[config.mk]
export PLATFORM = sky130hd
export DESIGN_NAME = sha256_byte_stream_hasher
export DESIGN_NICKNAME = d
export VERILOG_FILES = /design/src/rtl/sha_pkg.sv /design/src/rtl/sha_ram.sv /design/src/rtl/sha256_byte_stream_hasher.sv
export SDC_FILE = /design/constraint.sdc
export NUM_CORES = 2
export LEC_CHECK = 0
export BUFFER_PORTS_ARGS = -buffer_cell sky130_fd_sc_hd__buf_4
export CORE_ASPECT_RATIO = 1.75
export CORE_MARGIN = 10
export CORE_UTILIZATION = 51
export CTS_CLUSTER_DIAMETER = 100
export DETAILED_ROUTE_END_ITERATION = 8
export HOLD_SLACK_MARGIN = 0.03
export PLACE_DENSITY = 0.72
export SLEW_MARGIN = 20
export SYNTH_ARGS = -nofsm -noshare
export SYNTH_HDL_FRONTEND = slang
export SYNTH_SLANG_ARGS = --single-unit
[constraint.sdc]
create_clock -name clk -period 20.9 [get_ports clk]
set_clock_uncertainty 0.05 [all_clocks]
set_input_delay 4.18 -clock clk [delete_from_list [all_inputs] [get_ports clk]]
set_output_delay 4.18 -clock clk [all_outputs]
set_load 0.01 [all_outputs]
[src/rtl/sha_pkg.sv]
package sha_pkg;

	localparam int RoundCount = 64;

	function automatic logic [31:0] round_const(input logic [5:0] idx);
		logic [31:0] k;
		case (idx)
			6'd0: k = 32'h428a2f98; 6'd1: k = 32'h71374491; 6'd2: k = 32'hb5c0fbcf;
			6'd3: k = 32'he9b5dba5; 6'd4: k = 32'h3956c25b; 6'd5: k = 32'h59f111f1;
			6'd6: k = 32'h923f82a4; 6'd7: k = 32'hab1c5ed5; 6'd8: k = 32'hd807aa98;
			6'd9: k = 32'h12835b01; 6'd10: k = 32'h243185be; 6'd11: k = 32'h550c7dc3;
			6'd12: k = 32'h72be5d74; 6'd13: k = 32'h80deb1fe; 6'd14: k = 32'h9bdc06a7;
			6'd15: k = 32'hc19bf174; 6'd16: k = 32'he49b69c1; 6'd17: k = 32'hefbe4786;
			6'd18: k = 32'h0fc19dc6; 6'd19: k = 32'h240ca1cc; 6'd20: k = 32'h2de92c6f;
			6'd21: k = 32'h4a7484aa; 6'd22: k = 32'h5cb0a9dc; 6'd23: k = 32'h76f988da;
			6'd24: k = 32'h983e5152; 6'd25: k = 32'ha831c66d; 6'd26: k = 32'hb00327c8;
			6'd27: k = 32'hbf597fc7; 6'd28: k = 32'hc6e00bf3; 6'd29: k = 32'hd5a79147;
			6'd30: k = 32'h06ca6351; 6'd31: k = 32'h14292967; 6'd32: k = 32'h27b70a85;
			6'd33: k = 32'h2e1b2138; 6'd34: k = 32'h4d2c6dfc; 6'd35: k = 32'h53380d13;
			6'd36: k = 32'h650a7354; 6'd37: k = 32'h766a0abb; 6'd38: k = 32'h81c2c92e;
			6'd39: k = 32'h92722c85; 6'd40: k = 32'ha2bfe8a1; 6'd41: k = 32'ha81a664b;
			6'd42: k = 32'hc24b8b70; 6'd43: k = 32'hc76c51a3; 6'd44: k = 32'hd192e819;
			6'd45: k = 32'hd6990624; 6'd46: k = 32'hf40e3585; 6'd47: k = 32'h106aa070;
			6'd48: k = 32'h19a4c116; 6'd49: k = 32'h1e376c08; 6'd50: k = 32'h2748774c;
			6'd51: k = 32'h34b0bcb5; 6'd52: k = 32'h391c0cb3; 6'd53: k = 32'h4ed8aa4a;
			6'd54: k = 32'h5b9cca4f; 6'd55: k = 32'h682e6ff3; 6'd56: k = 32'h748f82ee;
			6'd57: k = 32'h78a5636f; 6'd58: k = 32'h84c87814; 6'd59: k = 32'h8cc70208;
			6'd60: k = 32'h90befffa; 6'd61: k = 32'ha4506ceb; 6'd62: k = 32'hbef9a3f7;
			default: k = 32'hc67178f2;
		endcase
		return k;
	endfunction

	function automatic logic [31:0] init_hash(input logic [2:0] idx);
		logic [31:0] h;
		case (idx)
			3'd0: h = 32'h6a09e667; 3'd1: h = 32'hbb67ae85;
			3'd2: h = 32'h3c6ef372; 3'd3: h = 32'ha54ff53a;
			3'd4: h = 32'h510e527f; 3'd5: h = 32'h9b05688c;
			3'd6: h = 32'h1f83d9ab; default: h = 32'h5be0cd19;
		endcase
		return h;
	endfunction

	localparam logic [7:0] PadByte = 8'h80;
	localparam logic [5:0] LengthPos = 6'd56;

	// Command codes
	localparam logic CmdAbsorb = 1'b0;
	localparam logic CmdFinish = 1'b1;

	typedef enum logic [6:0] {
		ST_IDLE  = 7'b0000001,
		ST_PAD   = 7'b0000010,
		ST_LOAD  = 7'b0000100,
		ST_ROUND = 7'b0001000,
		ST_FOLD  = 7'b0010000,
		ST_EMIT  = 7'b0100000,
		ST_LEN   = 7'b1000000
	} state_t;

endpackage

[src/rtl/sha_ram.sv]
module sha_ram #(
	parameter int Width = 32,
	parameter int Depth = 16
) (
	input  logic                     clk,
	input  logic                     we,
	input  logic [$clog2(Depth)-1:0] waddr,
	input  logic [Width-1:0]         wdata,
	input  logic [$clog2(Depth)-1:0] raddr,
	output logic [Width-1:0]         rdata
);
	logic [Width-1:0] mem [Depth];

	always_ff @(posedge clk) begin
		if (we) mem[waddr] <= wdata;
		rdata <= mem[raddr];
	end
endmodule

[src/rtl/sha256_byte_stream_hasher.sv]
// SHA-256 hasher over a byte stream. Each request carries cmd (absorb=0, finish=1) and a
// byte. An absorb only writes its byte to the RAM, except that the 64th byte of a block
// starts the compression: the sixteen schedule words are loaded from the
// byte RAM, then come 64 rounds at one per cycle and a hash fold, and the
// input is held off until the fold is done. Message bytes sit in a 64-byte
// RAM. The first 16 schedule words come from a 16-entry RAM whose read
// address leads the round by one entry; later words are built from a 16-word
// shift window. A finish pads the block (one cycle per byte written: the 0x80
// byte, zeros up to byte 55 and then the 8 length bytes), compresses once or
// twice, then sends eight digest words, word 0 first, with last on word 7,
// and resets the hash for the next message. A block that holds f bytes is
// padded and compressed, and when f is 56 or more a second block is padded
// and compressed as well; the digest words then go out one per cycle while
// the receiver is ready. The input is not taken again until the digest is out.
module sha256_byte_stream_hasher
	import sha_pkg::*;
(
	input  logic        clk,
	input  logic        arst_n,
	input  logic        s_tvalid,
	output logic        s_tready,
	input  logic [7:0]  s_tdata,   // [7:0] data_byte
	input  logic        s_tuser,   // cmd
	output logic        m_tvalid,
	input  logic        m_tready,
	output logic [39:0] m_tdata,   // [31:0] digest_word, [34:32] word_index, zero fill
	output logic        m_tlast    // last_word
);
	state_t      state_q;
	logic [31:0] h_q [8];
	logic [5:0]  fill_q;
	logic [63:0] bits_q;
	logic        finish_q;      // compressing as part of finish
	logic        len_pending_q; // 0x80 already written; on a full block, length block follows
	logic [6:0]  cnt_q;         // load/round counter
	logic [2:0]  widx_q;
	logic [31:0] a_q, b_q, c_q, d_q, e_q, f_q, g_q, hh_q;
	logic [31:0] w_s1;          // word being assembled during load

	// message byte RAM
	logic       mb_we;
	logic [5:0] mb_waddr, mb_raddr;
	logic [7:0] mb_wdata, mb_rdata;
	sha_ram #(.Width(8), .Depth(64)) u_msg (
		.clk, .we(mb_we), .waddr(mb_waddr), .wdata(mb_wdata),
		.raddr(mb_raddr), .rdata(mb_rdata));

	// schedule word RAM, entry t for words 0..15
	logic        w_we;
	logic [3:0]  w_waddr, w_raddr;
	logic [31:0] w_wdata, w_rdata;
	sha_ram #(.Width(32), .Depth(16)) u_sched (
		.clk, .we(w_we), .waddr(w_waddr), .wdata(w_wdata),
		.raddr(w_raddr), .rdata(w_rdata));

	// Schedule words for round t >= 16 need four window taps; hold a 16-deep
	// shift of the window instead of four RAM reads: keep taps in registers.
	logic [31:0] win_q [16];

	function automatic logic [31:0] rr(input logic [31:0] v, input int n);
		return (v >> n) | (v << (32 - n));
	endfunction

	logic [5:0]  rnd;
	logic [31:0] wt, t1, t2, s0, s1;
	assign rnd = cnt_q[5:0];
	always_comb begin
		s0 = rr(win_q[1], 7) ^ rr(win_q[1], 18) ^ (win_q[1] >> 3);
		s1 = rr(win_q[14], 17) ^ rr(win_q[14], 19) ^ (win_q[14] >> 10);
		wt = (rnd < 6'd16) ? w_rdata : (win_q[0] + s0 + win_q[9] + s1);
		t1 = hh_q + (rr(e_q, 6) ^ rr(e_q, 11) ^ rr(e_q, 25))
			+ ((e_q & f_q) ^ (~e_q & g_q)) + round_const(rnd) + wt;
		t2 = (rr(a_q, 2) ^ rr(a_q, 13) ^ rr(a_q, 22))
			+ ((a_q & b_q) ^ (a_q & c_q) ^ (b_q & c_q));
	end

	logic take;
	assign s_tready = (state_q == ST_IDLE);
	assign take = s_tvalid && s_tready;

	// Length byte written at position 56+k holds bits_q byte 7-k.
	logic [2:0] lsel;
	assign lsel = 3'd7 - fill_q[2:0];

	always_comb begin
		mb_we = 1'b0;
		mb_waddr = fill_q;
		mb_wdata = s_tdata;
		if (take && s_tuser == CmdAbsorb) mb_we = 1'b1;
		if (state_q == ST_PAD) begin
			mb_we = 1'b1;
			mb_wdata = (!len_pending_q) ? PadByte : 8'h00;
		end
		if (state_q == ST_LEN) begin
			mb_we = 1'b1;
			mb_wdata = bits_q[{lsel, 3'b000} +: 8];
		end
	end
	// load phase: cnt 0..64 reads bytes, word done every 4th
	assign mb_raddr = cnt_q[5:0];
	assign w_we = (state_q == ST_LOAD) && (cnt_q[1:0] == 2'd0) && (cnt_q != 7'd0);
	assign w_waddr = cnt_q[5:2] - 4'd1;
	assign w_wdata = {w_s1[23:0], mb_rdata};
	assign w_raddr = (state_q == ST_LOAD) ? 4'd0 : rnd[3:0] + 4'd1;

	always_ff @(posedge clk or negedge arst_n) begin
		if (!arst_n) begin
			state_q <= ST_IDLE;
			fill_q <= '0;
			bits_q <= '0;
			finish_q <= 1'b0;
			len_pending_q <= 1'b0;
			cnt_q <= '0;
			widx_q <= '0;
			for (int i = 0; i < 8; i++) h_q[i] <= init_hash(3'(i));
		end else begin
			case (state_q)
				ST_IDLE: if (take) begin
					if (s_tuser == CmdAbsorb) begin
						bits_q <= bits_q + 64'd8;
						fill_q <= fill_q + 6'd1;
						if (fill_q == 6'd63) begin
							state_q <= ST_LOAD;
							cnt_q <= '0;
						end
					end else begin
						finish_q <= 1'b1;
						len_pending_q <= 1'b0;
						state_q <= ST_PAD;
					end
				end
				// write 0x80 then zeros up to the length slot or block end
				ST_PAD: begin
					fill_q <= fill_q + 6'd1;
					if (fill_q == 6'd63) begin
						state_q <= ST_LOAD;
						cnt_q <= '0;
					end else if (fill_q + 6'd1 == LengthPos) begin
						state_q <= ST_LEN;
					end
					// after the first pad byte, subsequent bytes are zero
					len_pending_q <= 1'b1;
				end
				ST_LEN: begin
					fill_q <= fill_q + 6'd1;
					if (fill_q == 6'd63) begin
						len_pending_q <= 1'b0;
						state_q <= ST_LOAD;
						cnt_q <= '0;
					end
				end
				ST_LOAD: begin
					cnt_q <= cnt_q + 7'd1;
					if (cnt_q == 7'd64) begin
						cnt_q <= '0;
						state_q <= ST_ROUND;
						a_q <= h_q[0]; b_q <= h_q[1]; c_q <= h_q[2]; d_q <= h_q[3];
						e_q <= h_q[4]; f_q <= h_q[5]; g_q <= h_q[6]; hh_q <= h_q[7];
					end
				end
				ST_ROUND: begin
					hh_q <= g_q; g_q <= f_q; f_q <= e_q; e_q <= d_q + t1;
					d_q <= c_q; c_q <= b_q; b_q <= a_q; a_q <= t1 + t2;
					cnt_q <= cnt_q + 7'd1;
					if (cnt_q == 7'd63) state_q <= ST_FOLD;
				end
				ST_FOLD: begin
					h_q[0] <= h_q[0] + a_q; h_q[1] <= h_q[1] + b_q;
					h_q[2] <= h_q[2] + c_q; h_q[3] <= h_q[3] + d_q;
					h_q[4] <= h_q[4] + e_q; h_q[5] <= h_q[5] + f_q;
					h_q[6] <= h_q[6] + g_q; h_q[7] <= h_q[7] + hh_q;
					fill_q <= '0;
					if (!finish_q) state_q <= ST_IDLE;
					else if (len_pending_q) state_q <= ST_PAD;
					else begin
						state_q <= ST_EMIT;
						widx_q <= '0;
					end
				end
				ST_EMIT: if (m_tready) begin
					widx_q <= widx_q + 3'd1;
					if (widx_q == 3'd7) begin
						state_q <= ST_IDLE;
						finish_q <= 1'b0;
						len_pending_q <= 1'b0;
						bits_q <= '0;
						fill_q <= '0;
						for (int i = 0; i < 8; i++) h_q[i] <= init_hash(3'(i));
					end
				end
				default: state_q <= ST_IDLE;
			endcase
		end
	end

	// byte assembly and schedule window shift
	always_ff @(posedge clk) begin
		if (state_q == ST_LOAD) w_s1 <= {w_s1[23:0], mb_rdata};
		if (state_q == ST_ROUND) begin
			for (int i = 0; i < 15; i++) win_q[i] <= win_q[i+1];
			win_q[15] <= wt;
		end
	end

	assign m_tvalid = (state_q == ST_EMIT);
	assign m_tdata = {5'd0, widx_q, h_q[widx_q]};
	assign m_tlast = (widx_q == 3'd7);
endmodule

Word-level counts from Yosys, hierarchy flattened

Memories as Yosys holds them, arrays and structs flattened. A register that Yosys moved wholly into a read port is not among the register bits.
Cells that the tools add are included.
Widths: inputs -> output; s select.

Equal/unequal tests: 23
Reduce and logical (&&, ||, !) cells: 22
Shift-type cells: 1
Bitwise operators: 29
Add/sub/neg operators: 25
Muxes and demuxes: 76
Order comparisons: 2

Operators by type and width:

| cell                  | count |
|---|---|
| $add 32x32->32        | 18 |
| $mux 256              | 2 |
| $pmux 256 s2          | 1 |
| $pmux 32 s2           | 8 |
| $mux 32               | 11 |
| $xor 32x32->32        | 9 |
| $mux 64               | 4 |
| $and 32x32->32        | 5 |
| $pmux 64 s2           | 1 |
| $bmux 32 s3           | 1 |
| $mux 7                | 13 |
| $add 64x4->64 const B | 1 |
| $shiftx 64x7->8       | 1 |
| $pmux 7 s7            | 1 |
| $mux 6                | 6 |
| $not 32->32           | 1 |
| $or 10x32->32         | 1 |
| $or 13x32->32         | 1 |
| $or 14x32->32         | 1 |
| $or 15x32->32         | 1 |
| $or 19x32->32         | 1 |
| $or 21x32->32         | 1 |
| $or 25x32->32         | 1 |
| $or 26x32->32         | 1 |
| 45 further kinds      | 87 |

Bits in read-only memories: 2,048
Memories kept: 4
Flip-flop bits (word level): 625
Logic and storage cells: 206
Bits in writable memories: 1,536

Memories:

| memory           | depth | width | read ports | clocked after memory_dff | wr ports | RTL line                        | RTL |
|---|---|---|---|---|---|---|---|
| (name not given) | 64    | 32    | 1          | 0                        | 0        | sha_pkg.sv:7                    | `case (idx)` |
| u_msg.mem        | 64    | 8     | 1          | 1                        | 1        | sha_ram.sv:12                   | `logic [Width-1:0] mem [Depth];` |
| u_sched.mem      | 16    | 32    | 1          | 1                        | 1        | sha_ram.sv:12                   |  |
| win_q            | 16    | 32    | 16         | 0                        | 16       | sha256_byte_stream_hasher.sv:58 | `logic [31:0] win_q [16];` |

Depth between registers and ports, before layout

An unclocked memory read counts as a cell.

Depth after elaboration: 11
Mapped depth: 52
Mapped depth without buffers: 52

By module

From an unflattened synthesis, not the netlist that was laid out.

Cells, all modules: 8,723
Area, all modules: 111,783.5 um2

Modules (own cells, without submodules):

| module                    | cells each | area an instance (um2) | instances |
|---|---|---|---|
| sha256_byte_stream_hasher | 6,945      | 71,762.6               | 1 |
| sha_ram (u_msg)           | 940        | 20,166.8               | 1 |
| sha_ram (u_sched)         | 838        | 19,854.0               | 1 |

Worst setup path before layout

OpenSTA, ideal clock, no wires.

Kind: register -> register
From: register state_q[2]
To: memory win_q[0][0] (enable)
Arrival time: 15.264 ns
Stages on the path, launching flop included: 7
Setup slack: 4.510 ns
Data required time: 19.774 ns
Buffers on the path: 3
Cells stage by stage: dfrtp_1 clkbuf_1 nor4_1 nand3_1 inv_1 clkbuf_1 clkbuf_1

RTL lines:

| item                     | RTL line                         | RTL |
|---|---|---|
| start: declaration       | sha256_byte_stream_hasher.sv:29  | `state_t state_q;` |
| start signal: assignment | sha256_byte_stream_hasher.sv:108 | `state_q <= ST_IDLE;` |
| start signal: assignment | sha256_byte_stream_hasher.sv:123 | `state_q <= ST_LOAD;` |
| start signal: assignment | sha256_byte_stream_hasher.sv:129 | `state_q <= ST_PAD;` |
| end: declaration         | sha256_byte_stream_hasher.sv:58  |  |

==> results.md <==
* DR vias/cell at 6.20
* Critical Path Source Type: flop
* P per Cell Area at 73.2 nW/um^2
* DR iter-0 viols at 7,319
* Final worst path period share at 55.0%
* Die width at 375 um
* Slowest CP cell: a2111oi_0
* RePlAce Congestion at 0.973
* Min Hold Slack at 0.302 ns
* CP arrival at 12.17 ns
* GR Util All Layers at 27.3%
* First-pass GRT wire length at 491 mm
* Area of the multi-input gates at 45,200 sq um
* Worst-margin pin slew at 1.18 ns
* RSZ-0062 raised after global routing: no
* Largest net degree at the start of global routing at 204
* Num ports at 56
* WL per Instance at 27.7 um
* Slew headroom at 20.6%
* Max Slew Vio Count at 0
* Period minus WS final at 11.49 ns
* Leak at 0.0469 uW
* Mapped cell area at 113,000 sq um
* Vias in the first global route at 74,600
* Number of synthesized flops with an enable pin at 1,816
* Antenna viol nets, final at 0
* Worst Hold Class: flop to flop
* Ys flop type: edfxtp_1
* WHS Path Cells at 0
* Pre-antenna DRT Iters at 8
* Yosys Warn Count at 0
* Post-Synthesis Cells at 9,093
* Hold_buf cts at 0
* Die area at 241,000 sq um
* Worst-path clk slew at 0.07 ns
* Fraction of registers with async set or reset after synthesis at 15.6%
* Via count of the routed design at 74,700
* Kind of critical path: flop to flop
* H-tree Lvls at 4
* Fill count at 17,600
* Total Power at 9000 uW
* Sink Count at 2,198
* CTS tree: done
* Status: complete, no violations
* Drt drc at 0
* # rows at 228
* Initial core utilization at 51.2%
* Die Y at 641 um
* Worst skew pair latency at 0.92 ns
* Max FO, Critical Path at 4
* Core Area at 220,000 sq um
* Sequential area share after synthesis at 56.9%
* Clock buffer depth at 4
* Fin. Hold Viols at 0
* Crit-path max cell delay at 0.78 ns
* Setup TNS Final at 0 ns
* Root buf cell: clkbuf_16
* VDD IR max at 72.8 uV
* Mapped Avg Cell Area at 12.4 sq um
* Area Overhead vs Synth at 9.19%
* Post_cts resized at 0
* Layout cells sized above 1 at 12.2%
* # Post-CTS Setup Buffers at 0
* I/O Buffers at 50
* Max-cap viol count at 0
* GRT overflow at 0
* Num CTS Buffers at 204
* Final HPWL DP at 230 mm
* WP data required at 21.58 ns
* # setup viols final at 0
* FF/Latch Area at 64,100 sq um
* Final nets at 9,636
* #FFs+latches synth at 2,198
* Worst setup EP type: flop
* Max frequency at 87.1 MHz
* Routed WL at 334 mm
* Netlist cell types at 99
* R2r worst-path depth at 47
* Initial antenna violation count at 10
cells by family after synthesis:
family                     Yosys count  share of synthesized area, %
AOI/OAI and AO/OA                 1816                          10.2
xor gates and xnor gates           628                          4.90
adders and majority gates          613                          8.12
buffers and inverters              954                          3.21
DFF                               2198                          56.9
muxes                              485                          7.30
other                                1                       0.00333
and+or+nand+nor                   2398                          9.34
synthesized netlist by cell type, types with 20 or more instances:
master       n  area (sq um)
o21ai_0    503          2520
ha_1       411          5140
o21bai_1    44           330
dfxtp_1     40           801
o32ai_1     32           280
nand2b_1    76           475
dfstp_2    137          3600
edfxtp_1  1816         54500
fa_1       197          3940
a211oi_1    80           601
a21oi_1    516          2580
nand3_1    178           891
mux4_2     253          5700
mux2i_1     82           821
nor4_1      20           125
nor3_1     146           731
buf_1       73           274
dfrtp_1    205          5130
inv_1      503          1890
a31oi_1     68           425
nor2_1     495          1860
o211ai_1    20           150
a221oi_1    50           438
mux2_2     150          1690
o21a_1      58           435
or3_1       33           206
or2_2       21           131
a21boi_0    26           195
and2_1      23           144
nand2_1   1176          4410
xor2_1     274          2400
nand4_1     43           269
and3_1      91           569
xnor2_1    353          3090
a21o_1     194          1460
clkbuf_1   364          1370
o221ai_1    28           245
nor2b_1     50           313
o31ai_1     32           240
critical path: cells and delay by family, from the launching register on:
| kind | cells | cell delay (ns) |
|---|---|---|
| simple gates | 10 | 1.87 |
| fa+ha+maj | 9 | 3.79 |
| flops | 1 | 0.49 |
| compound gates | 18 | 4.03 |
| xor+xnor | 4 | 0.70 |
| buf+inv | 6 | 0.33 |
report_power, final:
part | leakage, uW | switching, uW | total (uW) | internal (uW)
Sequential | 0.0208 | 17.9 | 4830 | 4810
Combinational | 0.0229 | 229 | 292 | 62.7
Clock | 0.00328 | 1710 | 3870 | 2170
layer usage:
layer | routed length (um) | track usage [%] | up-vias
met2 | 165000 | 46.4 | 3273
met3 | 20400 | 3.48 | 1007
met4 | 30000 | 20.7 | 6
li1 | - | - | 32900
met1 | 118000 | 31.4 | 37500
met5 | 41 | 0 | -
layout by cell type, fill, tap and decap left out, drive strengths merged, types with 21 or more instances in the layout:
master  Yosys  layout
nor3      146     146
or3        33      33
o21bai     45      45
edfxtp   1816    1816
a211oi     81      81
mux2i      82      82
a21oi     520     520
a221oi     51      51
nand2    1176    1176
inv       505     517
buf        85     161
mux4      253     253
clkbuf    364     250
or2        21      21
o21a       58      58
nor2b      50      50
o31ai      33      33
nand4      43      43
clkinv      0      66
nand2b     76      76
nor2      495     495
o21ai     508     508
a31oi      68      68
dfrtp     205     205
xor2      274     274
and2       24      24
xnor2     353     353
fa        197     197
dfstp     137     137
a21boi     26      26
bufinv      0      26
a21o      194     194
o32ai      32      32
and3       91      91
o221ai     28      28
ha        411     411
mux2      150     150
nand3     178     178
dfxtp      40      40
sequential cells by signal, summed over array words and instances (netlist names):
signal         count
d_q               32
len_pending_q      1
e_q               32
hh_q              32
u_sched.rdata     32
g_q               32
cnt_q              7
bits_q            61
u_msg.mem        512
u_sched.mem      512
h_q              256
fill_q             6
a_q               32
widx_q             3
f_q               32
state_q            7
finish_q           1
win_q            512
c_q               32
w_s1              24
b_q               32
u_msg.rdata        8
metrics by stage:
stage	cells	instance area, sq um	worst slack, ns	utilization, %
after floorplan	9097	113000	4.51	-
after global placement	11700	116000	9.57	52.7
after detailed placement	11700	116000	9.62	52.7
after CTS	12100	123000	9.48	55.8
after global routing	12100	123000	8.63	55.8
final	12100	123000	9.41	55.9
layout make-up:
type	instances	area share [%]
tap	2875	2.93
sequential	2198	52.2
clock buffer	250	4.39
timing repair buffer	161	1.07
antenna	6	0.0122
multi-input combinational	5945	36.8
inverter	505	1.55
clock inverter	119	1.13
path summary, 6_finish.rpt:
path	startpoint	to	slack (ns)
worst max-delay path	win_q[0][41]$_DFFE_PP_	a_q[30]$_DFFE_PP_	9.41
worst min-delay path	win_q[0][103]$_DFFE_PP_	win_q[0][71]$_DFFE_PP_	0.30
worst max register to register	win_q[0][41]$_DFFE_PP_	a_q[30]$_DFFE_PP_	9.41
worst min register to register	win_q[0][103]$_DFFE_PP_	win_q[0][71]$_DFFE_PP_	0.30
max in group asynchronous	arst_n	h_q[139]$_DFFE_PN0P_	14.58
min in group asynchronous	arst_n	bits_q[20]$_DFFE_PN0P_	3.12
(Power assumes the default switching activity.)
